$ cat src/ghdc_pkg.sv
// Shared types, constants and register codes for the gyro heading drift compensator.
`default_nettype none

package ghdc_pkg;

  // Stream field and payload widths; the payloads are padded to whole bytes.
  localparam int RATE_W      = 19;
  localparam int HEAD_W      = 22;
  localparam int YAW_W       = 20;
  localparam int DRIFT_W     = 22;
  localparam int IN_DATA_W   = 64;
  localparam int OUT_DATA_W  = 72;

  // Configuration port.
  localparam int CFG_IDX_W   = 3;
  localparam int CFG_DATA_W  = 24;
  localparam int LIMIT_W     = 18;
  localparam int MIN_W       = 24;

  localparam int COUNT_WIDTH_DEF = 24;

  // Heading magnitude fits in 21 bits, so the divider runs 21 steps.
  localparam int DIV_STEPS   = 21;

  localparam logic signed [22:0] HALF_TURN = 23'sd1800000;
  localparam logic signed [22:0] FULL_TURN = 23'sd3600000;
  localparam logic signed [22:0] RATE_MAX  = 23'sd402000;

  localparam logic signed [RATE_W-1:0] Z_OFFSET_RST  = '0;
  localparam logic [LIMIT_W-1:0]       STILL_LIM_RST = 18'd150;
  localparam logic [LIMIT_W-1:0]       DEADBAND_RST  = 18'd30;
  localparam logic [LIMIT_W-1:0]       ACCEPT_RST    = 18'd10;
  localparam logic [MIN_W-1:0]         MIN_INT_RST   = 24'd3000;
  localparam logic [MIN_W-1:0]         MIN_STILL_RST = 24'd300;

  typedef enum logic [CFG_IDX_W-1:0] {
    REG_Z_OFFSET  = 3'd0,
    REG_STILL_LIM = 3'd1,
    REG_DEADBAND  = 3'd2,
    REG_ACCEPT    = 3'd3,
    REG_MIN_INT   = 3'd4,
    REG_MIN_STILL = 3'd5
  } cfg_reg_t;

endpackage

`default_nettype wire

$ cat src/gyro_heading_drift_compensator.sv
// Gyro yaw integrator with zero-rate drift estimation, built around a serial divider.
// One gyro sample in, one result out. A sample is taken only while the block is idle;
// it then runs the check, compute and output states, plus the divider states when a
// drift estimate is due: heading / samples_since_zero comes from a restoring divider
// that yields one quotient bit per cycle. A finished result sits in the output
// register, so the next sample is taken while the previous result waits to be read;
// a new result is held back, and the input with it, until that register is free.
// The user must write configuration registers only while idle; it is not enforced.
`default_nettype none

module gyro_heading_drift_compensator #(
  parameter int COUNT_WIDTH = ghdc_pkg::COUNT_WIDTH_DEF
) (
  input  wire logic                            clk,
  input  wire logic                            rst_n,
  // rate_x [18:0], rate_y [37:19], rate_z [56:38], zero fill above
  input  wire logic [ghdc_pkg::IN_DATA_W-1:0]  in_tdata,
  input  wire logic                            in_tvalid,
  output logic                                 in_tready,
  // heading [21:0], yaw_rate [41:22], drift_estimate [63:42], is_still [64],
  // rezeroed [65], zero fill above
  output logic [ghdc_pkg::OUT_DATA_W-1:0]      out_tdata,
  output logic                                 out_tvalid,
  input  wire logic                            out_tready,
  input  wire logic                            cfg_we,
  input  wire logic [ghdc_pkg::CFG_IDX_W-1:0]  cfg_index,
  input  wire logic [ghdc_pkg::CFG_DATA_W-1:0] cfg_wdata
);
  import ghdc_pkg::*;

  localparam int CMP_W = (COUNT_WIDTH > MIN_W) ? COUNT_WIDTH : MIN_W;
  localparam int STEP_W = $clog2(DIV_STEPS);
  localparam logic [STEP_W-1:0] LAST_STEP = STEP_W'(DIV_STEPS - 1);

  typedef enum logic [2:0] {
    S_IDLE,
    S_CHECK,
    S_DIV,
    S_DFIN,
    S_COMP,
    S_OUT
  } state_t;

  state_t state_r;

  // Configuration registers.
  logic signed [RATE_W-1:0] z_offset_r;
  logic [LIMIT_W-1:0]       still_lim_r;
  logic [LIMIT_W-1:0]       deadband_r;
  logic [LIMIT_W-1:0]       accept_r;
  logic [MIN_W-1:0]         min_int_r;
  logic [MIN_W-1:0]         min_still_r;

  // Persistent state.
  logic signed [HEAD_W-1:0]  heading_r;
  logic signed [DRIFT_W-1:0] drift_r;
  logic [COUNT_WIDTH-1:0]    ssz_r;
  logic [COUNT_WIDTH-1:0]    still_run_r;

  // Per-sample working registers.
  logic signed [RATE_W-1:0] rx_r;
  logic signed [RATE_W-1:0] ry_r;
  logic signed [YAW_W-1:0]  rz_r;
  logic                     still_r;
  logic                     rezero_r;
  logic signed [YAW_W-1:0]  rate_r;

  // Divider.
  logic [COUNT_WIDTH-1:0]   rem_r;
  logic [DIV_STEPS-1:0]     dvd_r;
  logic [DIV_STEPS-1:0]     quo_r;
  logic                     neg_r;
  logic [STEP_W-1:0]        step_r;

  logic [RATE_W-1:0]        mag_x;
  logic [RATE_W-1:0]        mag_y;
  logic [YAW_W-1:0]         mag_z;
  logic                     still_nxt;
  logic [COUNT_WIDTH-1:0]   ssz_nxt;
  logic [COUNT_WIDTH-1:0]   still_run_nxt;
  logic                     est_go;
  logic [HEAD_W-1:0]        head_mag;
  logic [COUNT_WIDTH:0]     div_shift;
  logic [COUNT_WIDTH:0]     div_diff;
  logic                     div_ge;
  logic signed [22:0]       rate_sum;
  logic signed [22:0]       rate_sat;
  logic [22:0]              rate_mag;
  logic signed [YAW_W-1:0]  rate_nxt;
  logic signed [22:0]       head_sum;
  logic signed [22:0]       head_wrap;
  logic signed [HEAD_W-1:0] heading_nxt;
  logic                     out_free;

  assign in_tready = (state_r == S_IDLE);
  assign out_free  = !out_tvalid || out_tready;

  always_comb begin
    mag_x = rx_r[RATE_W-1] ? RATE_W'(-rx_r) : RATE_W'(rx_r);
    mag_y = ry_r[RATE_W-1] ? RATE_W'(-ry_r) : RATE_W'(ry_r);
    mag_z = rz_r[YAW_W-1] ? YAW_W'(-rz_r) : YAW_W'(rz_r);
    still_nxt = (mag_x < {1'b0, still_lim_r}) && (mag_y < {1'b0, still_lim_r}) &&
                (mag_z < {2'b00, still_lim_r});

    ssz_nxt       = (ssz_r == '1) ? ssz_r : ssz_r + 1'b1;
    still_run_nxt = (still_run_r == '1) ? still_run_r : still_run_r + 1'b1;
    est_go = still_nxt &&
             (CMP_W'(ssz_nxt) >= CMP_W'(min_int_r)) &&
             (CMP_W'(still_run_nxt) >= CMP_W'(min_still_r));

    head_mag = heading_r[HEAD_W-1] ? HEAD_W'(-heading_r) : HEAD_W'(heading_r);

    // One restoring step: bring down the next dividend bit, subtract if it fits.
    div_shift = {rem_r, dvd_r[DIV_STEPS-1]};
    div_diff  = div_shift - {1'b0, ssz_r};
    div_ge    = (div_shift >= {1'b0, ssz_r});

    rate_sum = 23'(rz_r) - 23'(drift_r);
    if (rate_sum > RATE_MAX) begin
      rate_sat = RATE_MAX;
    end else if (rate_sum < -RATE_MAX) begin
      rate_sat = -RATE_MAX;
    end else begin
      rate_sat = rate_sum;
    end
    rate_mag = rate_sat[22] ? 23'(-rate_sat) : 23'(rate_sat);
    rate_nxt = (rate_mag < {5'b0, deadband_r}) ? '0 : rate_sat[YAW_W-1:0];

    head_sum = 23'(heading_r) + 23'(rate_r);
    if (head_sum >= HALF_TURN) begin
      head_wrap = head_sum - FULL_TURN;
    end else if (head_sum < -HALF_TURN) begin
      head_wrap = head_sum + FULL_TURN;
    end else begin
      head_wrap = head_sum;
    end
    heading_nxt = head_wrap[HEAD_W-1:0];
  end

  always_ff @(posedge clk) begin
    if (!rst_n) begin
      state_r     <= S_IDLE;
      out_tvalid  <= 1'b0;
      z_offset_r  <= Z_OFFSET_RST;
      still_lim_r <= STILL_LIM_RST;
      deadband_r  <= DEADBAND_RST;
      accept_r    <= ACCEPT_RST;
      min_int_r   <= MIN_INT_RST;
      min_still_r <= MIN_STILL_RST;
      heading_r   <= '0;
      drift_r     <= '0;
      ssz_r       <= '0;
      still_run_r <= '0;
    end else begin
      if (cfg_we) begin
        case (cfg_reg_t'(cfg_index))
          REG_Z_OFFSET:  z_offset_r  <= cfg_wdata[RATE_W-1:0];
          REG_STILL_LIM: still_lim_r <= cfg_wdata[LIMIT_W-1:0];
          REG_DEADBAND:  deadband_r  <= cfg_wdata[LIMIT_W-1:0];
          REG_ACCEPT:    accept_r    <= cfg_wdata[LIMIT_W-1:0];
          REG_MIN_INT:   min_int_r   <= cfg_wdata[MIN_W-1:0];
          REG_MIN_STILL: min_still_r <= cfg_wdata[MIN_W-1:0];
          default: ;
        endcase
      end

      // In S_OUT the output register is reloaded in the same cycle instead.
      if (out_tvalid && out_tready && (state_r != S_OUT)) begin
        out_tvalid <= 1'b0;
      end

      case (state_r)
        S_IDLE: begin
          if (in_tvalid) begin
            rx_r    <= in_tdata[18:0];
            ry_r    <= in_tdata[37:19];
            rz_r    <= YAW_W'($signed(in_tdata[56:38])) - YAW_W'(z_offset_r);
            state_r <= S_CHECK;
          end
        end
        S_CHECK: begin
          still_r     <= still_nxt;
          rezero_r    <= 1'b0;
          ssz_r       <= ssz_nxt;
          still_run_r <= still_nxt ? still_run_nxt : '0;
          if (est_go) begin
            rem_r   <= '0;
            quo_r   <= '0;
            dvd_r   <= head_mag[DIV_STEPS-1:0];
            neg_r   <= heading_r[HEAD_W-1];
            step_r  <= '0;
            state_r <= S_DIV;
          end else begin
            state_r <= S_COMP;
          end
        end
        S_DIV: begin
          rem_r  <= div_ge ? div_diff[COUNT_WIDTH-1:0] : div_shift[COUNT_WIDTH-1:0];
          quo_r  <= {quo_r[DIV_STEPS-2:0], div_ge};
          dvd_r  <= {dvd_r[DIV_STEPS-2:0], 1'b0};
          step_r <= step_r + 1'b1;
          if (step_r == LAST_STEP) begin
            state_r <= S_DFIN;
          end
        end
        S_DFIN: begin
          // The quotient takes the sign of the heading (truncation toward zero).
          drift_r <= neg_r ? -DRIFT_W'(quo_r) : DRIFT_W'(quo_r);
          if (quo_r < DIV_STEPS'(accept_r)) begin
            heading_r   <= '0;
            ssz_r       <= '0;
            still_run_r <= '0;
            rezero_r    <= 1'b1;
          end
          state_r <= S_COMP;
        end
        S_COMP: begin
          rate_r  <= rate_nxt;
          state_r <= S_OUT;
        end
        S_OUT: begin
          if (out_free) begin
            heading_r  <= heading_nxt;
            out_tdata  <= {6'b0, rezero_r, still_r, drift_r, rate_r, heading_nxt};
            out_tvalid <= 1'b1;
            state_r    <= S_IDLE;
          end
        end
        default: state_r <= S_IDLE;
      endcase
    end
  end

`ifndef NO_ASSERTIONS
  // A sample is taken only once until its result has been built.
  a_one_sample: assert property (@(posedge clk) disable iff (!rst_n)
    (in_tvalid && in_tready) |=> !in_tready)
    else $error("input taken while a sample is in progress");

  // Rezero only happens on a still sample.
  a_rezero_still: assert property (@(posedge clk) disable iff (!rst_n)
    (out_tvalid && out_tdata[65]) |-> out_tdata[64])
    else $error("rezero reported on a moving sample");

  // The reported heading stays inside one turn.
  a_heading_range: assert property (@(posedge clk) disable iff (!rst_n)
    out_tvalid |-> (($signed(out_tdata[21:0]) >= -HALF_TURN) &&
                    ($signed(out_tdata[21:0]) < HALF_TURN)))
    else $error("heading out of range");

  // The divider never runs while its divisor is zero.
  a_div_divisor: assert property (@(posedge clk) disable iff (!rst_n)
    (state_r == S_DIV) |-> (ssz_r != '0))
    else $error("drift division by zero count");
`endif

endmodule

`default_nettype wire
$ cat config.mk
export PLATFORM = sky130hd
export DESIGN_NAME = gyro_heading_drift_compensator
export DESIGN_NICKNAME = d
export VERILOG_FILES = /design/src/ghdc_pkg.sv /design/src/gyro_heading_drift_compensator.sv
export SDC_FILE = /design/constraint.sdc
export NUM_CORES = 1
export LEC_CHECK = 0
export BUFFER_PORTS_ARGS = -buffer_cell sky130_fd_sc_hd__buf_2
export CAP_MARGIN = 20
export CORE_MARGIN = 8
export CORE_UTILIZATION = 60
export DETAILED_ROUTE_END_ITERATION = 8
export PLACE_DENSITY_LB_ADDON = 0.12
export SLEW_MARGIN = 20
export SYNTH_ARGS = -nofsm -noshare
export SYNTH_HDL_FRONTEND = slang
export SYNTH_SLANG_ARGS = --single-unit
$ cat constraint.sdc
create_clock -name clk -period 29.1 [get_ports clk]
set_input_delay 2.91 -clock clk [delete_from_list [all_inputs] [get_ports clk]]
set_output_delay 2.91 -clock clk [all_outputs]
set_load 0.03 [all_outputs]
==> impl_summary.md <==
Outcome
The run finished with clean final reports.

STA
The largest clock skew in the final design is 18.6 ps. The shortest clock period the worst path allows after layout is 8560 ps. The number of endpoints with negative hold slack in the final report came to 0. Setup violations remaining at the end of the flow were counted as 0.

The final critical-path setup slack is 20540 ps. The pin slew with the least headroom to its limit is 1050 ps. Setup repair after global routing left no endpoint under its margin. The number of pins with negative max-slew slack in the final report is 0. After routing, the total negative slack on setup checks comes to 0 ps. Timing would allow up to 0.117 GHz. Dividing the final minimum period by the clock period gives 29.4%.

The worst hold margin is 425 ps. The relative slew slack is 29.5%.

Setup path
By startpoint and endpoint, the worst setup path is classified as reg2reg. For the worst setup path, the data arrival time is 8880 ps. The maximum single-stage delay on the critical path is 580 ps. Of all nets on the critical path, the largest fanout is 20. The library cell contributing the largest single delay on the critical path is sky130_fd_sc_hd__a311oi_2. Data on the critical path is required at its endpoint by 29420 ps. The type of destination of the critical path is a flip-flop. In this run the worst setup path begins at rz_r[0]. The cell depth of the worst flop-to-flop path is 33. The startpoint identified for the worst register-to-register timing path is rz_r[0]. STA classifies the critical path startpoint as a flip-flop.

Global routing
The global routing stage identified its most utilized layer as met2. The pin count of the biggest net entering global routing is 87. The global-route track usage on met2 is 44.7%.

The wire length of the first global-routing pass is 117 mm. The global-route met3 utilization is 4.21%. The global routing met1 resource utilization is 36.3%. After global routing the overflow that remains totals 0.

The number of antenna violations at the first check in global routing was 4. For this run, the total global-route usage over all layers was measured as 27.0%. The number of global-route vias before repair is 21817.

Floorplan
170 I/O pins were placed. The floorplan step defined a die boundary enclosing 53400 um^2. The initialized floorplan defines 79 standard-cell rows. The x dimension of the die is 231 um.

The die is 231 um tall. The core footprint is 46100 um^2. Once the floorplan was initialized, standard cells occupied 60.2% of the core.

Logic synthesis
The synthesized design contains 218 enable-type register cells. The mean cell area of the mapped netlist is 8.98 um^2. The synthesized netlist cell count is 3091.

In this run the cell area of the synthesized design comes to 27700 um^2. Sorting the synthesized cells by area gives the leading types as sky130_fd_sc_hd__edfxtp_1, sky130_fd_sc_hd__dfxtp_1, sky130_fd_sc_hd__ha_1, sky130_fd_sc_hd__nand2_1, sky130_fd_sc_hd__xnor2_1. Yosys printed 0 warnings. sky130_fd_sc_hd__edfxtp_1 takes more of the synthesized area than any other cell. The share of synthesized area in the top cell type comes to 23.6%. In this run, distinct cell masters in the synthesized netlist total 104.

In this run, synthesis produced a sequential element count of 435. The post-synthesis async set-or-reset flop share is 0%. For this run, the leading register cell type out of synthesis is sky130_fd_sc_hd__edfxtp_1. The fraction of the yosys area taken by sequential cells is 39.3%.

Placed design
The worst slack at placement is 20690 ps. At the end of routability-driven placement, the weighted congestion stood at 0.923. The half-perimeter wire length after detailed placement is 55.5 mm. During placement, the flow inserted port buffers numbering 156.

Clock tree
The tree is rooted in a sky130_fd_sc_hd__clkbuf_16. The buffer count from post-CTS setup fixing is 0. The count of clock tree sinks is 435. The number of clock buffers inserted by TritonCTS is 48.

The number of levels in the clock H-tree is 2. The clock-pin transition on the worst setup and hold timing paths is 60 ps. Counting along the longest clock path gives a buffer depth of 3. The worst-skew pair later-pin latency is 600 ps. The TritonCTS clock tree is yes. In this run, post-CTS repair resized a total of 0 instances.

The number of hold buffers added after CTS was 0.

Cells and area
The growth of design area from synthesis to finish is 10.8%. The layout cell share with drive strength beyond 1 is 9.92%. For this run, the share of the core covered by cells in the final layout is 66.7%.

The final net count is 3532.

Pwr
The power share of the combinational group is 18.8%. Overall power consumption after layout is estimated at 1.65 mW. The net switching fraction of the power is 28.8%.

In this run, flip-flops and latches consume 41.8% of the power. The share of total power in the clock network is 39.4%. Summed over all cells, the static leakage comes to 12.1 nW. The design internal power is 1.18 mW. For this design the total switching power over the nets is 0.477 mW.

Power spread over the standard cell area amounts to 53.8 nW/um^2. VDD sags by at most 0.0000591 V.

Drt
The number of detailed-route iterations in the first pass is 5. Using the TritonRoute via totals, the vias-per-cell ratio works out to 5.97. The routed wire length per instance is 19.2 um. The remaining antenna violation count is 0.

The number of design-rule violations left by the first detailed-router iteration is 1801. The DRC violation count after routing is 0. The count of vias placed by the detailed router is 22965. After detailed routing, the total wire length is 73.8 mm.

Worst hold path
The class of the tightest hold or removal check is reg2reg. The worst hold path begins at drift_r[11]. The worst hold path was traced through 0 stages.

Job
The tool flagged a number of max-cap violations equal to 0.
==> state kept, by name, indices dropped and copies added (netlist names), 19 cells and up <==
register and flops:
quo_r 21, out_tdata 66, ry_r 19, heading_r 22, still_run_r 24, dvd_r 21
ssz_r 24, drift_r 22, rem_r 24, min_still_r 24, min_int_r 24, rz_r 20
rx_r 19, z_offset_r 19, rate_r 20
==> worst max-delay path: cells and delay by family (launching register included) <==
family,cells,cell delay [ps]
compound gates,16,4080
simple gates,10,2170
fa+ha+maj,4,1110
buf+inv,3,490
flops,1,420
==> metrics by stage <==
| step | area (um^2) | std cells |
|---|---|---|
| finish | 30700 | 3847 |
| global route | 30700 | 3846 |
| CTS | 30700 | 3844 |
| detailed placement | 29000 | 3755 |
| global placement | 29000 | 3755 |
| floorplan | 27800 | 3096 |
==> layer usage <==
layer	routed length [um]	share of wire [%]
met1	32900	45
met2	33900	46
met3	4780	6.5
met4	2160	2.9
met5	12	0.016
==> cell type report <==
class                   instances  area (um^2)
inverters                     233          876
fillers                      3790        15300
clock inverters                24          320
repair buffers                171          896
multi-input cells            2309        15600
well taps                     607          759
diodes                          3         7.51
flip-flops and latches        435        10900
clock buffers                  65         1380
==> cell usage after synthesis (37+ instances only) <==
cell type                    n
sky130_fd_sc_hd__a21boi_0  112
sky130_fd_sc_hd__a21o_1     79
sky130_fd_sc_hd__a21oi_1   136
sky130_fd_sc_hd__and2_1     37
sky130_fd_sc_hd__clkbuf_1  106
sky130_fd_sc_hd__dfxtp_1   217
sky130_fd_sc_hd__edfxtp_1  218
sky130_fd_sc_hd__ha_1      234
sky130_fd_sc_hd__inv_1     232
sky130_fd_sc_hd__nand2_1   433
sky130_fd_sc_hd__nand3_1    65
sky130_fd_sc_hd__nor2_1    215
sky130_fd_sc_hd__nor3_1     69
sky130_fd_sc_hd__o21ai_0   148
sky130_fd_sc_hd__o31ai_1    41
sky130_fd_sc_hd__xnor2_1   155
sky130_fd_sc_hd__xor2_1     51
==> power by group through the flow <==
stage / clock (mW) / combinational, mW / sequential (mW)
floorplan: 0 / 0.225 / 0.700
global placement: 0 / 0.297 / 0.703
detailed placement: 0 / 0.305 / 0.703
CTS: 0.660 / 0.308 / 0.690
global route: 0.685 / 0.341 / 0.693
finish: 0.651 / 0.311 / 0.691
==> path summary, 6_finish.rpt <==
check / endpoint / slack [ps]
min reg2reg: out_tdata[53] / 430
max: rate_r[0] / 20540
min: out_tdata[53] / 430
max reg2reg: rate_r[0] / 20540
==> cells by family (layout without fill, tap and decap cells) <==
family / Yosys count / count (layout) / share of synthesized area, %
flops: 435 / 435 / 39.3
other cells: 1 / 9 / 0.0135
buf+inv: 352 / 493 / 4.88
xor+xnor: 208 / 208 / 6.62
compound gates: 803 / 803 / 20.4
mux: 18 / 18 / 0.676
simple gates: 1036 / 1036 / 17.3
fa+ha+maj: 238 / 238 / 10.8
==> cell usage in the layout, fill, tap and decap left out, types with 27 or more instances in the layout <==
master                      instances
sky130_fd_sc_hd__a21boi_0         112
sky130_fd_sc_hd__a21o_1            79
sky130_fd_sc_hd__a21oi_1          136
sky130_fd_sc_hd__a22o_1            28
sky130_fd_sc_hd__and2_1            38
sky130_fd_sc_hd__and3_1            27
sky130_fd_sc_hd__buf_2            155
sky130_fd_sc_hd__clkbuf_16         50
sky130_fd_sc_hd__dfxtp_1          217
sky130_fd_sc_hd__edfxtp_1         218
sky130_fd_sc_hd__ha_1             234
sky130_fd_sc_hd__inv_1            232
sky130_fd_sc_hd__nand2_1          433
sky130_fd_sc_hd__nand2b_1          31
sky130_fd_sc_hd__nand3_1           65
sky130_fd_sc_hd__nand4_1           27
sky130_fd_sc_hd__nor2_1           211
sky130_fd_sc_hd__nor2b_1           27
sky130_fd_sc_hd__nor3_1            68
sky130_fd_sc_hd__o211ai_1          31
sky130_fd_sc_hd__o21ai_0          148
sky130_fd_sc_hd__o31ai_1           41
sky130_fd_sc_hd__xnor2_1          155
sky130_fd_sc_hd__xor2_1            51
Power figures use the tool's default switching activity.
